[src/sv/tpz_pkg.sv]
// shared constants, types and tables of the torus point plotter
// no dependencies; every file but the channel interfaces imports this package
package tpz_pkg;

   localparam int FRAME_PIXELS = 8192;
   localparam int PIX_W        = $clog2(FRAME_PIXELS);
   localparam int CELL_EXT_W   = 17;

   localparam int CSR_IDX_W  = 3;
   localparam int CSR_DATA_W = 48;

   // shared multiplier operand and product widths
   localparam int OP_A_W = 36;
   localparam int OP_B_W = 17;
   localparam int PROD_W = OP_A_W + OP_B_W;
   localparam int ACC_W  = PROD_W + 2;

   // shared divider widths
   localparam int NUM_W = 44;
   localparam int DEN_W = 37;

   localparam int LAST_STEP = 25;

   typedef enum logic [1:0] {
      MODE_CLEAR = 2'd0,
      MODE_PLOT  = 2'd1,
      MODE_READ  = 2'd2,
      MODE_NONE  = 2'd3
   } mode_type;

   typedef enum logic [2:0] {
      CSR_ROT_ROW0      = 3'd0,
      CSR_ROT_ROW1      = 3'd1,
      CSR_ROT_ROW2      = 3'd2,
      CSR_MINOR_RADIUS  = 3'd3,
      CSR_MAJOR_RADIUS  = 3'd4,
      CSR_VIEW_DISTANCE = 3'd5,
      CSR_SCREEN_COLS   = 3'd6,
      CSR_SCREEN_ROWS   = 3'd7
   } csr_index_type;

   typedef enum logic [3:0] {
      ST_IDLE,
      ST_CALC,
      ST_DIVX,
      ST_DIVY,
      ST_DIVZ,
      ST_ADDR,
      ST_ADDR2,
      ST_TEST,
      ST_READ,
      ST_OUT
   } state_type;

   typedef struct packed {
      logic             start;
      logic [NUM_W-1:0] num;
      logic [DEN_W-1:0] den;
   } div_req_type;

   typedef struct packed {
      logic             done;
      logic [NUM_W-1:0] quot;
   } div_rsp_type;

   localparam logic [6:0] CHAR_SPACE = 7'h20;
   localparam logic [3:0] SHADE_MAX  = 4'd11;
   localparam logic [6:0] SHADE_CHARS [12] = '{
      7'h2e, 7'h2c, 7'h2d, 7'h7e, 7'h3a, 7'h3b,
      7'h3d, 7'h21, 7'h2a, 7'h23, 7'h24, 7'h40
   };

endpackage

[src/sv/tpz_mul.sv]
// shared signed multiplier with registered product
// depends on tpz_pkg
module tpz_mul (
   input  logic                               clock,
   input  logic signed [tpz_pkg::OP_A_W-1:0]  op_a,
   input  logic signed [tpz_pkg::OP_B_W-1:0]  op_b,
   output logic signed [tpz_pkg::PROD_W-1:0]  prod_ff
);
   import tpz_pkg::*;

   logic signed [PROD_W-1:0] prod_in;

   assign prod_in = PROD_W'(op_a) * PROD_W'(op_b);

   always_ff @(posedge clock) begin
      prod_ff <= prod_in;
   end
endmodule

[config.mk]
export PLATFORM = sky130hd
export DESIGN_NAME = tpz_mul
export DESIGN_NICKNAME = d
export VERILOG_FILES = /design/src/sv/tpz_pkg.sv /design/src/sv/tpz_mul.sv
export SDC_FILE = /design/constraint.sdc
export NUM_CORES = 2
export LEC_CHECK = 0
export ABC_AREA = 0
export BUFFER_PORTS_ARGS = -buffer_cell sky130_fd_sc_hd__buf_2
export CAP_MARGIN = 20
export CORE_ASPECT_RATIO = 1.4
export CORE_MARGIN = 4
export CORE_UTILIZATION = 45
export DETAILED_ROUTE_END_ITERATION = 10
export PLACE_DENSITY = 0.6
export SLEW_MARGIN = 10
export SYNTH_ARGS = -nofsm -noshare
export SYNTH_HDL_FRONTEND = slang
export SYNTH_SLANG_ARGS = --single-unit
[constraint.sdc]
create_clock -name clock -period 8 [get_ports clock]
set_input_delay 0.8 -clock clock [delete_from_list [all_inputs] [get_ports clock]]
set_output_delay 0.8 -clock clock [all_outputs]
set_load 0.1 [all_outputs]
==> impl_results.md <==
- Outcome: completed
- Full die area: 52,140 sq um
- Sequential share of the synthesized area: 4.861%
- Clock transition at the registers of the reported paths: 90 ps
- PortBufs: 106
- Clock tree buffer depth: 2
- Post-synth EDFFs: 0
- CTS Sinks: 53
- Ratio of cells with drive above 1 in the final layout: ~6.3%
- Largest reg by FF count: prod_ff
- Vias: 15.98k
- Max-slew headroom: 42.52%
- Pins Over Slew Limit: 0
- Synth cell types: 55
- Rows: 95
- Chip Height: 268.6 um
- CTS tree: yes
- Slew @ Worst Pin: around 860 ps
- RSZ-0062 raised after global routing: no
- Worst Setup Start Kind: primary input
- Detailed Route WL: 60,570 um
- Number of flip-flops in the largest register: 53
- Crit path max fanout: 32
- Seq cells post-synth: 53
- Most frequent cells in the layout: fa_1 (581), inv_1 (580), nand2_1 (340)
- Dpl hpwl: around 49,000 um
- Setup TNS: 0 ps
- Final Hold Viols: 0
- H-Tree Level Count: 2
- Layout area overhead: 6.139%
- Fin nets: around 3.2k
- Antenna violations before repair: 1
- Req. time, crit path: around 8200 ps
- Avg Cell Area, Syn: around 9.2 sq um
- Grt total ovfl: 0
- Ys async rst share: 0%
- Ys Warns: 0
- Ports: 107
- First-pass GRT wire length: 99,560 um
- Vias per cell: 5.246
- Tmin final: 7456 ps
- Syn_nets: 3,136
- Cell area after synthesis: 21,830 sq um
- Setup Buffers After CTS: 0
- Core area: 48,020 sq um
- DR WL/cell: 19.88 um
- Initial Util: a little under half
- Fmax: 134.1 MHz
- WP data arrival: between 7000 and 8000 ps
- CTS resizes: 0
- Ys flop type: dfxtp_1
- Post-CTS Hold Buffers: 0
- Root buf cell: clkbuf_16
- Pin count of the biggest net entering global routing: 37
- Die X: about 190 um
- # DRC: 0
- TritonCTS buffer count: 5
- Biggest regs: prod_ff: 53 flops
- Tot GR Track Use: 24.35%
- Hold crit path type: primary input to register
- DR pass1 iterations: 7
- Crit Path Category: primary input to register
- Fin crit share: 93.19%
- Crit end category: register
- Final Wtd Congestion: 0.8899
- Vias in the first global route: 18.37k
- Initial DRC Count: 740
- Commonest non-fill, non-tap cell in the layout: fa_1
- Max_cap viols: 0
- Remaining antenna violation count: 0
- # setup viols final: 0
- Post-Syn Instances: around 2.4k
synthesized netlist by cell type (all sizes together) (12+ instances only):
| master | count | area [sq um] |
|---|---|---|
| and2 | 264 | 1652 |
| inv | 580 | 2177 |
| nor2 | 55 | 206.5 |
| xor2 | 12 | 105.1 |
| a21o | 19 | 142.6 |
| a21oi | 54 | 270.3 |
| nand4 | 12 | 75.07 |
| nand2 | 340 | 1276 |
| dfxtp | 53 | 1061 |
| nand2b | 13 | 81.33 |
| ha | 123 | 1539 |
| clkbuf | 108 | 405.4 |
| fa | 581 | 11630 |
| o21ai | 32 | 160.1 |
| xnor2 | 43 | 376.6 |
path summary, 6_finish.rpt:
| path | from | endpoint | depth (start not counted) |
|---|---|---|---|
| setup / recovery | op_b[5] | prod_ff[52]$_DFF_P_ | 21 |
| hold / removal | op_a[0] | prod_ff[0]$_DFF_P_ | 2 |
per-stage QoR:
stage / setup slack [ps] / instance area, sq um / hold slack [ps] / util [%] / std cells
global placement: 244.9 / 22990 / 1271 / 47.87 / 3037
global route: 149.0 / 23160 / 913.6 / 48.24 / 3045
detailed placement: 83.38 / 22990 / 1271 / 47.87 / 3037
CTS: 439.0 / 23160 / 910.9 / 48.24 / 3045
floorplan: 1129 / 21830 / 927.3 / - / 2378
finish: 544.4 / 23170 / 909.6 / 48.24 / 3046
critical path: stages:
cell and delay [ps]:
buf_2 580, buf_4 270, and2_1 150, fa_1 390
inv_1 90, fa_1 440, fa_1 510, inv_1 50
fa_1 550, fa_1 440, fa_1 460, ha_1 420
o21a_1 160, nor2_1 40, o311ai_1 390, o2111ai_1 390
and3_1 360, o31ai_1 520, a21oi_1 250, o21ai_0 260
xnor2_1 100
final cells by class:
type	count	area, sq um
multi-input combinational	1636	18180
clock inverter	2	37.54
timing repair buffer	138	783.3
sequential	53	1061
antenna	1	2.502
tap	630	788.3
clock buffer	6	138.9
fill	4747	24850
inverter	580	2177
logic make-up after synthesis:
family          count (synthesis)  share of synthesized area [%]
compound gates                151                          4.448
xor+xnor                       55                          2.207
fa+ha+maj                     704                          60.34
buf+inv                       689                          11.85
flops                          53                          4.861
simple gates                  726                          16.29
routing by layer:
layer  GRT usage, %  share of wire, %  wire length, um
met1          28.26                37            22390
met2          46.06                54            32830
met3          2.962               4.8             2898
met4          9.354               4.0             2443
met5              0                 0                0
Power is not shown: default switching activity piles up to over one toggle a cycle in this logic, so the estimate is an artifact.
