$ cat src/sv/tpz_pkg.sv
// shared constants, types and tables of the torus point plotter
// no dependencies; every file but the channel interfaces imports this package
package tpz_pkg;

   localparam int FRAME_PIXELS = 8192;
   localparam int PIX_W        = $clog2(FRAME_PIXELS);
   localparam int CELL_EXT_W   = 17;

   localparam int CSR_IDX_W  = 3;
   localparam int CSR_DATA_W = 48;

   // shared multiplier operand and product widths
   localparam int OP_A_W = 36;
   localparam int OP_B_W = 17;
   localparam int PROD_W = OP_A_W + OP_B_W;
   localparam int ACC_W  = PROD_W + 2;

   // shared divider widths
   localparam int NUM_W = 44;
   localparam int DEN_W = 37;

   localparam int LAST_STEP = 25;

   typedef enum logic [1:0] {
      MODE_CLEAR = 2'd0,
      MODE_PLOT  = 2'd1,
      MODE_READ  = 2'd2,
      MODE_NONE  = 2'd3
   } mode_type;

   typedef enum logic [2:0] {
      CSR_ROT_ROW0      = 3'd0,
      CSR_ROT_ROW1      = 3'd1,
      CSR_ROT_ROW2      = 3'd2,
      CSR_MINOR_RADIUS  = 3'd3,
      CSR_MAJOR_RADIUS  = 3'd4,
      CSR_VIEW_DISTANCE = 3'd5,
      CSR_SCREEN_COLS   = 3'd6,
      CSR_SCREEN_ROWS   = 3'd7
   } csr_index_type;

   typedef enum logic [3:0] {
      ST_IDLE,
      ST_CALC,
      ST_DIVX,
      ST_DIVY,
      ST_DIVZ,
      ST_ADDR,
      ST_ADDR2,
      ST_TEST,
      ST_READ,
      ST_OUT
   } state_type;

   typedef struct packed {
      logic             start;
      logic [NUM_W-1:0] num;
      logic [DEN_W-1:0] den;
   } div_req_type;

   typedef struct packed {
      logic             done;
      logic [NUM_W-1:0] quot;
   } div_rsp_type;

   localparam logic [6:0] CHAR_SPACE = 7'h20;
   localparam logic [3:0] SHADE_MAX  = 4'd11;
   localparam logic [6:0] SHADE_CHARS [12] = '{
      7'h2e, 7'h2c, 7'h2d, 7'h7e, 7'h3a, 7'h3b,
      7'h3d, 7'h21, 7'h2a, 7'h23, 7'h24, 7'h40
   };

endpackage

$ cat src/sv/tpz_div.sv
// shared restoring divider, one quotient bit per cycle
// depends on tpz_pkg
module tpz_div (
   input  logic                 clock,
   input  logic                 reset,
   input  tpz_pkg::div_req_type div_req,
   output tpz_pkg::div_rsp_type div_rsp
);
   import tpz_pkg::*;

   localparam int CNT_W = $clog2(NUM_W + 1);

   logic [DEN_W-1:0] rem_ff, rem_in;
   logic [NUM_W-1:0] quot_ff, quot_in;
   logic [DEN_W-1:0] den_ff, den_in;
   logic [CNT_W-1:0] count_ff, count_in;
   logic             busy_ff, busy_in;
   logic             done_ff, done_in;
   logic [DEN_W:0]   trial;
   logic [DEN_W:0]   diff;

   assign trial = {rem_ff, quot_ff[NUM_W-1]};
   assign diff  = trial - {1'b0, den_ff};

   always_comb begin
      rem_in   = rem_ff;
      quot_in  = quot_ff;
      den_in   = den_ff;
      count_in = count_ff;
      busy_in  = busy_ff;
      done_in  = 1'b0;
      if (div_req.start) begin
         rem_in   = '0;
         quot_in  = div_req.num;
         den_in   = div_req.den;
         count_in = CNT_W'(NUM_W);
         busy_in  = 1'b1;
      end else if (busy_ff) begin
         if (!diff[DEN_W]) begin
            rem_in  = diff[DEN_W-1:0];
            quot_in = {quot_ff[NUM_W-2:0], 1'b1};
         end else begin
            rem_in  = trial[DEN_W-1:0];
            quot_in = {quot_ff[NUM_W-2:0], 1'b0};
         end
         count_in = count_ff - CNT_W'(1);
         if (count_ff == CNT_W'(1)) begin
            busy_in = 1'b0;
            done_in = 1'b1;
         end
      end
   end

   always_ff @(posedge clock) begin
      if (reset) begin
         busy_ff  <= 1'b0;
         done_ff  <= 1'b0;
         count_ff <= '0;
      end else begin
         busy_ff  <= busy_in;
         done_ff  <= done_in;
         count_ff <= count_in;
      end
      rem_ff  <= rem_in;
      quot_ff <= quot_in;
      den_ff  <= den_in;
   end

   assign div_rsp.done = done_ff;
   assign div_rsp.quot = quot_ff;
endmodule

$ cat config.mk
export PLATFORM = sky130hd
export DESIGN_NAME = tpz_div
export DESIGN_NICKNAME = d
export VERILOG_FILES = /design/src/sv/tpz_pkg.sv /design/src/sv/tpz_div.sv
export SDC_FILE = /design/constraint.sdc
export NUM_CORES = 1
export LEC_CHECK = 0
export ABC_AREA = 0
export ABC_CLOCK_PERIOD_IN_PS = 8640
export BUFFER_PORTS_ARGS = -buffer_cell sky130_fd_sc_hd__buf_2
export CAP_MARGIN = 25
export CORE_MARGIN = 2
export CORE_UTILIZATION = 61
export DETAILED_ROUTE_END_ITERATION = 8
export PLACE_DENSITY = 0.86
export SYNTH_ARGS = -nofsm -noshare
export SYNTH_HDL_FRONTEND = slang
export SYNTH_SLANG_ARGS = --single-unit
$ cat constraint.sdc
create_clock -name clock -period 8.64 [get_ports clock]
set_input_delay 0.864 -clock clock [delete_from_list [all_inputs] [get_ports clock]]
set_output_delay 0.864 -clock clock [all_outputs]
set_load 0.01 [all_outputs]
==> metrics.md, run 1 <==
| Metric | Value |
|---|---|
| Worst EP required | `8.96 ns` |
| Initial antenna violation count | `0` |
| Most frequent cells in the layout | `buf_2, nand2_1, edfxtp_1` |
| Register bit count reported by yosys | `126` |
| Post-DP HPWL | `11300 um` |
| Worst slew pin tran | `0.970 ns` |
| Commonest register cell after synthesis | `edfxtp_1` |
| Commonest non-fill, non-tap cell in the layout | `buf_2` |
| Clock latency on the worst-skew pair | `roughly 0.42 ns` |
| Syn Std Cell Area | `0.00717 sq mm` |
| Post-layout nets | `~960` |
| Max Cap Violations | `0` |
| Post_cts resized | `0` |
| DR WL met3 | `1170 um` |
| Layout Utilization | `74.1%` |
| Top-area cell type share of the netlist area | `between 30% and 40%` |
| WL/cell | `16.8 um` |
| Worst hold path class | `flop to flop` |
| Post-synth EDFFs | `81` |
| Final instance area | `between 0.008 and 0.009 sq mm` |
| GRT overflow | `0` |
| Fmax | `approximately 300 MHz` |
| TritonCTS clock tree | `built` |
| I/O Pins | `129` |
| Antenna fix cells | `0` |
| Top cells by area, synth | `edfxtp_1, dfxtp_1, ha_1, mux2_2, nand2_1` |
| CTS root buf | `clkbuf_16` |
| Yosys warnings | `0` |
| Layout area overhead | `18.6%` |
| IO buf count | `approximately 130` |
| Die Ht | `112 um` |
| CP Launch Type | `flop` |
| Critical Path Fanout Max | `32` |
| Final setup TNS | `0 ns` |
| Critical path endpoint category | `flop` |
| Max-slew violations | `0` |
| Worst IR drop on VDD | `0.185 mV` |
| Synth cell types | `57` |
| Post-route minimum period | `3.34 ns` |
| Clock-pin slew of the registers on the worst-case setup and hold paths | `0.05 ns` |
| 1st-pass router iterations | `8` |
| Post-synth ARST share | `0%` |
| Critical path class | `flop to flop` |
| Syn avg cell area | `9.97 sq um` |
| Flip-flop and latch area | `0.00333 sq mm` |
| Number of vias per cell | `6.02` |
| DRT iter0 DRCs | `450` |
| Layout cell share with drive strength beyond 1 | `between 20% and 30%` |
| DR top layer | `met4` |
| Setup Skew | `0.00750 ns` |
| Gpl congestion | `0.952` |
| Row Count | `39` |
| Final setup vio count | `0` |
| Final hold vios | `0` |
| Post-Place Cell Area | `0.00787 sq mm` |
| GRT Util Overall | `27.2%` |
| Sink Count | `126` |
| Synth Net Count | `843` |
| Die footprint | `0.0126 sq mm` |
| # hold bufs at CTS | `0` |
| Largest net degree at the start of global routing | `67` |
| Die span in x | `112 um` |
| Number of fill cells | `about 760` |
| # DRC | `0` |
| Htree depth | `4` |
| Slew margin rel. | `35.1%` |
| Fin crit share | `38.7%` |
| Setup Fix Bufs, Post-CTS | `0` |
| Fin Hold WS | `0.497 ns` |
| Vias | `5946` |
| CP arrival | `around 3.7 ns` |
| RSZ-0062 raised after global routing | `no` |
| Cell area power density | `218 mW/mm^2` |
| Std-Cell Core Area | `roughly 0.011 sq mm` |
| Initial Util | `62.5%` |
| WL met1 | `approximately 6700 um` |
| Total CTS buffers | `17` |
| Sequential-to-total area share from yosys stat | `a little under half` |
| Antenna Violating Nets Remaining | `0` |
| First-pass GRT wire length | `27700 um` |
| Max Root-Sink Buffers | `2` |
| Synth area leader | `edfxtp_1` |
| Static leakage | `3.69 nW` |
| Post-Syn Instances | `719` |
| Met2 WL | `8410 um` |
| Outcome | `finished clean` |
| Multi-input combinational cell area | `around 0.0035 sq mm` |
| Drt total wl | `16600 um` |
| Vias in the first global route | `6011` |
## cells in the mapped netlist, types with 13 or more instances
cell       n
nand2_1   88
edfxtp_1  81
nor2_1    64
inv_1     46
dfxtp_1   45
mux2_2    43
ha_1      39
clkbuf_1  29
a311oi_1  27
nand3_1   26
a21oi_1   25
xnor2_1   22
a21o_1    19
o21ai_0   18
nor3_1    16
and3_1    13
xor2_1    13
## kinds of logic after synthesis
logic type      synth area share [%]
flops                           46.5
mux                             7.17
xor+xnor                        4.50
simple gates                    14.6
compound gates                  15.4
buf+inv                         4.78
fa+ha+maj                       7.09
## routing by layer
| layer | GRT usage, % | vias to the layer above |
|---|---|---|
| li1 | - | 2849 |
| met1 | 31.8 | 2822 |
| met2 | 47.7 | 243 |
| met3 | 7.40 | 32 |
| met4 | 10.5 | 0 |
| met5 | 0 | - |
## worst max-delay path, cell delays in order, from the launching register on
cell and delay [ns]:
edfxtp_1 0.32, inv_1 0.05, ha_1 0.37, a21o_1 0.22, a21o_1 0.18, a21oi_1 0.19
o21ai_0 0.13, a211oi_1 0.44, o41ai_4 0.24, xnor2_4 0.21, buf_12 0.21, or3_1 0.38
a311oi_1 0.29
## stage by stage
| stage | total power [W] | std cells | setup slack [ns] |
|---|---|---|---|
| after floorplan | 0.00104 | 719 | 5.88 |
| after global placement | 0.00114 | 952 | 5.14 |
| after detailed placement | 0.00115 | 952 | 5.10 |
| after CTS | 0.00185 | 984 | 5.06 |
| after global routing | 0.00194 | 987 | 5.08 |
| final | 0.00185 | 987 | 5.30 |
## power by group
part	switching, W	internal (W)
clock	0.000269	0.000424
combinational	0.000243	0.000178
sequential	0.0000352	0.000705
total	0.000547	0.00131
## flip-flops by register name, indices dropped and copies added, names as in the netlist
name,count
rem_ff,37
count_ff,6
quot_ff,44
done_ff,1
busy_ff,1
den_ff,37
## area by class of cell
type | count | share of cell area (%)
Multi-Input combinational cell | 506 | 41.4
Tap cell | 143 | 2.11
Clock inverter | 14 | 1.65
Inverter | 46 | 2.03
Timing Repair Buffer | 134 | 8.48
Clock buffer | 18 | 5.05
Sequential cell | 126 | 39.2
## worst paths after layout
check | end | start | cells after the start | slack [ns]
worst min-delay path | rem_ff[26] | rem_ff[25] | 2 | 0.50
worst max-delay path | rem_ff[5] | den_ff[18] | 12 | 5.30
worst min register to register | rem_ff[26] | rem_ff[25] | 2 | 0.50
worst max register to register | rem_ff[5] | den_ff[18] | 12 | 5.30
No activity file was read; power rests on OpenSTA's default activity.
==> run 2: changes to the inputs <==
- ABC_CLOCK_PERIOD_IN_PS: 8640 -> 3500
- CORE_UTILIZATION: 61 -> 57
- PLACE_DENSITY: 0.86 -> 0.81
- clock period: 8.64 -> 3.5 ns (I/O delays scaled with it)
==> run 2 against run 1 <==
Utilization is 3.9 points lower. Wire length up 1.2%. First-iteration DRC count is 9.3% lower. Clock skew increased by 0.0022 ns. Combinational power rose by 150%. Sequential share of layout area decreased by 0.21 points. Flip-flop and latch count did not move. Die area up 6.8%. Design area increased by 0.53%. Register-to-register slack worse by 5.1 ns. Maximum frequency rose by 0.68%. Worst hold slack got worse by 0.39 ns. Largest power group unchanged.
==> metrics.md, run 2 (synthesis gave the netlist of run 1 again) <==
| Metric | Value |
|---|---|
| Outcome | `finished clean (unchanged)` |
| Setup Skew | `0.00969 ns (was 0.00750 ns)` |
| Die footprint | `0.0135 sq mm (was 0.0126 sq mm)` |
| DRT iter0 DRCs | `408 (was 450)` |
| Htree depth | `4 (unchanged)` |
| Total CTS buffers | `17 (unchanged)` |
| GRT Util Overall | `25.8% (was 27.2%)` |
| Die Ht | `116 um (was 112 um)` |
| Layout area overhead | `19.2% (was 18.6%)` |
| Drt total wl | `16800 um (was 16600 um)` |
| Met2 Usage GRT | `43.4% (was 47.7%)` |
| Slew margin rel. | `33.3% (was 35.1%)` |
| Path depth of the worst reg2reg path | `12 (unchanged)` |
| Worst hold path class | `input port to flop (was flop to flop)` |
| # DRC | `0 (unchanged)` |
| Clock latency on the worst-skew pair | `0.42 ns (about the same)` |
| Sink Count | `126 (unchanged)` |
| Post-layout nets | `960 (was 955)` |
| WL/cell | `16.5 um (was 16.8 um)` |
| Static leakage | `3.71 nW (was 3.69 nW)` |
| CTS root buf | `clkbuf_16 (unchanged)` |
| Number of flip-flops in the largest register | `44 (unchanged)` |
| Initial antenna violation count | `0 (unchanged)` |
| Layout Utilization | `70.2% (was 74.1%)` |
| Max Root-Sink Buffers | `2 (unchanged)` |
| Max Cap Violations | `0 (unchanged)` |
| Antenna fix cells | `0 (unchanged)` |
| CP Launch Type | `flop (unchanged)` |
| Worst slew pin tran | `0.997 ns (was 0.970 ns)` |
| Most flops, register | `quot_ff (unchanged)` |
| Critical Path Fanout Max | `17 (was 32)` |
| Fin Hold WS | `0.103 ns (was 0.497 ns)` |
| 1st-pass router iterations | `5 (was 8)` |
| Clock-pin slew of the registers on the worst-case setup and hold paths | `0.06 ns (was 0.05 ns)` |
| CP arrival | `3.61 ns (was 3.66 ns)` |
| GRT overflow | `0 (unchanged)` |
| Top Usage Layer GRT | `met2 (unchanged)` |
| Overall Power | `0.00456 W (was 0.00185 W)` |
| First-pass GRT wire length | `27400 um (was 27700 um)` |
| Biggest registers after layout | `quot_ff (44), den_ff (37), rem_ff (37) (unchanged)` |
| Max-slew violations | `0 (unchanged)` |
| Final instance area | `0.00854 sq mm (was 0.00850 sq mm)` |
| I/O Pins | `129 (unchanged)` |
| Most frequent cells in the layout | `buf_2, nand2_1, edfxtp_1 (unchanged)` |
| Die span in x | `116 um (was 112 um)` |
| Row Count | `40 (was 39)` |
| IO buf count | `128 (unchanged)` |
| Initial Util | `58.9% (was 62.5%)` |
| Fmax | `301 MHz (was 299 MHz)` |
| Critical path class | `flop to flop (unchanged)` |
| Number of vias per cell | `5.76 (was 6.02)` |
| Cell area power density | `534 mW/mm^2 (was 218 mW/mm^2)` |
| Setup Fix Bufs, Post-CTS | `0 (unchanged)` |
| Fin crit share | `94.8% (was 38.7%)` |
| Hold depth | `1 (was 2)` |
| Post-DP HPWL | `11700 um (was 11300 um)` |
| Antenna Violating Nets Remaining | `0 (unchanged)` |
| Layout cell share with drive strength beyond 1 | `25.9% (was 25.1%)` |
| Critical path endpoint category | `flop (unchanged)` |
| Largest net degree at the start of global routing | `125 (was 67)` |
| Gpl congestion | `0.921 (was 0.952)` |
| Routing usage on met1 | `32.4% (was 31.8%)` |
| Worst IR drop on VDD | `0.414 mV (was 0.185 mV)` |
| Final setup TNS | `0 ns (unchanged)` |
| Worst EP required | `3.80 ns (was 8.96 ns)` |
| Std-Cell Core Area | `0.0122 sq mm (was 0.0115 sq mm)` |
| Final setup vio count | `0 (unchanged)` |
| Vias in the first global route | `5880 (was 6011)` |
| Post-Place Cell Area | `0.00797 sq mm (was 0.00787 sq mm)` |
| Final hold vios | `0 (unchanged)` |
| Commonest non-fill, non-tap cell in the layout | `buf_2 (unchanged)` |
| Post-route minimum period | `3.32 ns (was 3.34 ns)` |
| Vias | `5861 (was 5946)` |
| M3 GR Usage | `6.85% (was 7.40%)` |
| TritonCTS clock tree | `built (unchanged)` |
[run 2: cell types whose count changed in the layout (fill, tap and decap cells not counted), sizes merged]
cell    change
buf         +5
clkbuf      +2
bufinv      -1
clkinv      -1
[run 2: per-layer routing]
metal	vias to the layer above	wire length [um]
met2	180	8410
met5	-	0
li1	2856	-
met3	38	818
met4	0	406
met1	2787	7160
[run 2: repair_timing]
action / 4_1_cts / 5_1_grt
hold buffers: 0 / 0
gates resized for setup: 0 / 2
setup endpoints to repair: 0 / 17
[run 2: final timing paths]
path,start,end,slack [ns]
worst max-delay path,den_ff[8],rem_ff[27],0.18
worst min-delay path,div_req[15],den_ff[15],0.10
worst max register to register,den_ff[8],rem_ff[27],0.18
worst min register to register,rem_ff[13],rem_ff[14],0.49
[run 2: through the flow]
step | cells | setup slack (ns)
floorplan | 719 | 0.739
global placement | 985 | 0.499
detailed placement | 985 | 0.328
CTS | 1017 | 0.286
global route | 1017 | -0.0104
finish | 1017 | 0.183
[run 2: critical path, stage by stage (launching register included)]
cell and delay [ns]:
edfxtp_1 0.31, inv_1 0.04, ha_1 0.39, nand2_1 0.11, nor4_1 0.35, o31ai_1 0.19, nand4_2 0.18, a21boi_2 0.10
o41ai_4 0.51, xor2_2 0.28, buf_4 0.29, nor3_1 0.08, a311o_1 0.35
[run 2: cell type report]
class / instances / area (sq um)
fill: 908 / 3620
inverter: 46 / 173
timing repair buffer: 139 / 751
tap: 168 / 210
clock inverter: 12 / 113
sequential: 126 / 3330
multi-input combinational: 506 / 3520
clock buffer: 20 / 447
[run 2: power breakdown]
| group | total, W | internal [W] | switching, W |
|---|---|---|---|
| clock | 0.00168 | 0.00100 | 0.000682 |
| sequential | 0.00183 | 0.00174 | 0.0000885 |
| combinational | 0.00105 | 0.000443 | 0.000603 |
| total | 0.00456 | 0.00319 | 0.00137 |
==> run 3: changes to the inputs <==
- CORE_MARGIN: 2 -> unset
==> run 3 against run 2 <==
Via count up 0.27%. Design area down 0.20%. Non-clock buffer count down 2. Clock power up 5%. Worst setup slack better by 0.099 ns. Clock skew up 0.0030 ns. Global-route usage up 0.089 points.
==> metrics.md, run 3 (synthesis gave the netlist of run 1 again) <==
| Metric | Value |
|---|---|
| Critical path endpoint category | `flop (unchanged)` |
| Std-Cell Core Area | `0.0121 sq mm (was 0.0122 sq mm)` |
| Drt total wl | `16400 um (was 16800 um)` |
| Most frequent cells in the layout | `buf_2, nand2_1, edfxtp_1 (unchanged)` |
| Max Cap Violations | `0 (unchanged)` |
| Fmax | `311 MHz (was 301 MHz)` |
| CTS root buf | `clkbuf_16 (unchanged)` |
| WL/cell | `16.1 um (was 16.5 um)` |
| Total CTS buffers | `17 (unchanged)` |
| Critical Path Fanout Max | `20 (was 17)` |
| Worst IR drop on VDD | `0.397 mV (was 0.414 mV)` |
| Worst slew pin tran | `1.06 ns (was 0.997 ns)` |
| Final hold vios | `0 (unchanged)` |
| Antenna fix cells | `0 (unchanged)` |
| Layout cell share with drive strength beyond 1 | `25.6% (was 25.9%)` |
| Multi-input combinational cell area | `0.00350 sq mm (was 0.00352 sq mm)` |
| 1st-pass router iterations | `5 (unchanged)` |
| Antenna Violating Nets Remaining | `0 (unchanged)` |
| Post-DP HPWL | `11600 um (was 11700 um)` |
| IO buf count | `128 (unchanged)` |
| Worst EP required | `3.83 ns (was 3.80 ns)` |
| Fin crit share | `91.9% (was 94.8%)` |
| Row Count | `40 (unchanged)` |
| # hold bufs at CTS | `0 (unchanged)` |
| DRT iter0 DRCs | `374 (was 408)` |
| Max-slew violations | `0 (unchanged)` |
| Htree depth | `4 (unchanged)` |
| Vias | `5877 (was 5861)` |
| Sink Count | `126 (unchanged)` |
| Die span in x | `114 um (was 116 um)` |
| Gpl congestion | `0.940 (was 0.921)` |
| # DRC | `0 (unchanged)` |
| Final cell count without fillers | `1015 (was 1017)` |
| Layout area overhead | `18.9% (was 19.2%)` |
| Post_cts resized | `0 (unchanged)` |
| Setup Skew | `0.0127 ns (was 0.00969 ns)` |
| Biggest registers after layout | `quot_ff (44), den_ff (37), rem_ff (37) (unchanged)` |
| Slew margin rel. | `29.2% (was 33.3%)` |
| First-pass GRT wire length | `26300 um (was 27400 um)` |
| GRT overflow | `0 (unchanged)` |
| Largest net degree at the start of global routing | `69 (was 125)` |
| Clock latency on the worst-skew pair | `0.43 ns (was 0.42 ns)` |
| Die Ht | `114 um (was 116 um)` |
| Max Root-Sink Buffers | `2 (unchanged)` |
| Most flops, register | `quot_ff (unchanged)` |
| Inst Count DP | `983 (was 985)` |
| Outcome | `finished clean (unchanged)` |
| Post-route minimum period | `3.22 ns (was 3.32 ns)` |
| I/O Pins | `129 (unchanged)` |
| Number of flip-flops in the largest register | `44 (unchanged)` |
| CP arrival | `3.55 ns (was 3.61 ns)` |
| Static leakage | `3.69 nW (was 3.71 nW)` |
| Crit-path slowest cell | `edfxtp_1 (was o41ai_4)` |
| Flip-flop and latch area | `0.00333 sq mm (unchanged)` |
| Die footprint | `0.0130 sq mm (was 0.0135 sq mm)` |
| Layout Utilization | `70.4% (was 70.2%)` |
| Initial antenna violation count | `0 (unchanged)` |
| Final setup TNS | `0 ns (unchanged)` |
| Post-layout nets | `958 (was 960)` |
| Clock-pin slew of the registers on the worst-case setup and hold paths | `0.06 ns (about the same)` |
| CP max stage delay | `0.41 ns (was 0.51 ns)` |
| Initial Util | `59.2% (was 58.9%)` |
| RSZ-0062 raised after global routing | `no` |
| CP Launch Type | `flop (unchanged)` |
| GRT Util Overall | `25.9% (was 25.8%)` |
| Setup Fix Bufs, Post-CTS | `0 (unchanged)` |
| CP Cell Sequence | `inv_1 > ha_1 > nor2b_1 > o31a_1 > o31ai_1 > nand4_2 > a21boi_2 > o41ai_4 > xnor2_2 > buf_4 > nand2_1 > a311oi_1 (was inv_1 > ha_1 > nand2_1 > nor4_1 > o31ai_1 > nand4_2 > a21boi_2 > o41ai_4 > xor2_2 > buf_4 > nor3_1 > a311o_1)` |
| Vias in the first global route | `5636 (was 5880)` |
| Commonest non-fill, non-tap cell in the layout | `buf_2 (unchanged)` |
| Worst hold path class | `input port to flop (unchanged)` |
| Number of fill cells | `909 (was 908)` |
| Cell area power density | `542 mW/mm^2 (was 534 mW/mm^2)` |
| Final setup vio count | `0 (unchanged)` |
| Number of vias per cell | `5.79 (was 5.76)` |
| Critical path class | `flop to flop (unchanged)` |
| TritonCTS clock tree | `built (unchanged)` |
run 3: worst paths after layout:
| check | cells after the start | from | end | slack (ns) |
|---|---|---|---|---|
| setup / recovery | 12 | den_ff[1] | rem_ff[11] | 0.28 |
| setup reg to reg | 12 | den_ff[1] | rem_ff[11] | 0.28 |
| hold / removal | 1 | div_req[15] | den_ff[15] | 0.09 |
| hold reg to reg | 2 | rem_ff[14] | rem_ff[15] | 0.50 |
run 3: area by class of cell:
type | instances | share of cell area, %
Tap cell | 168 | 2.47
Clock inverter | 14 | 1.83
Clock buffer | 18 | 5.03
Inverter | 46 | 2.03
Sequential cell | 126 | 39.1
Timing Repair Buffer | 137 | 8.48
Multi-Input combinational cell | 506 | 41.0
run 3: layer usage:
metal  share of wire, %  vias to the layer above  global-route usage, %
met3                6.1                       27                   7.31
met2                 50                      202                   44.7
met1                 42                     2795                   31.0
met4                1.5                        0                   9.18
met5                  0                        -                      0
li1                   -                     2853                      -
run 3: power by group:
| part | switching, W | internal, W |
|---|---|---|
| clock network | 0.000706 | 0.00106 |
| logic | 0.000589 | 0.000434 |
| registers | 0.0000891 | 0.00174 |
| total | 0.00138 | 0.00323 |
run 3: metrics by stage:
step	power (W)	worst slack, ns	instance area [sq um]	hold slack (ns)
finish	0.00462	0.282	8530	0.0928
global route	0.00482	0.0502	8530	0.0818
CTS	0.00463	0.259	8530	0.0817
detailed placement	0.00286	0.312	7940	0.493
global placement	0.00282	0.501	7940	0.480
floorplan	0.00257	0.739	7170	0.449
run 3: worst max-delay path: cells and delay by family, from the launching register on:
kind,cells,cell delay [ns]
AO/OA/AOI/OAI,5,1.25
flip-flops,1,0.41
buffers and inverters,2,0.41
XOR/XNOR,1,0.35
adder cells (fa/ha/maj),1,0.22
AND/OR/NAND/NOR,3,0.47
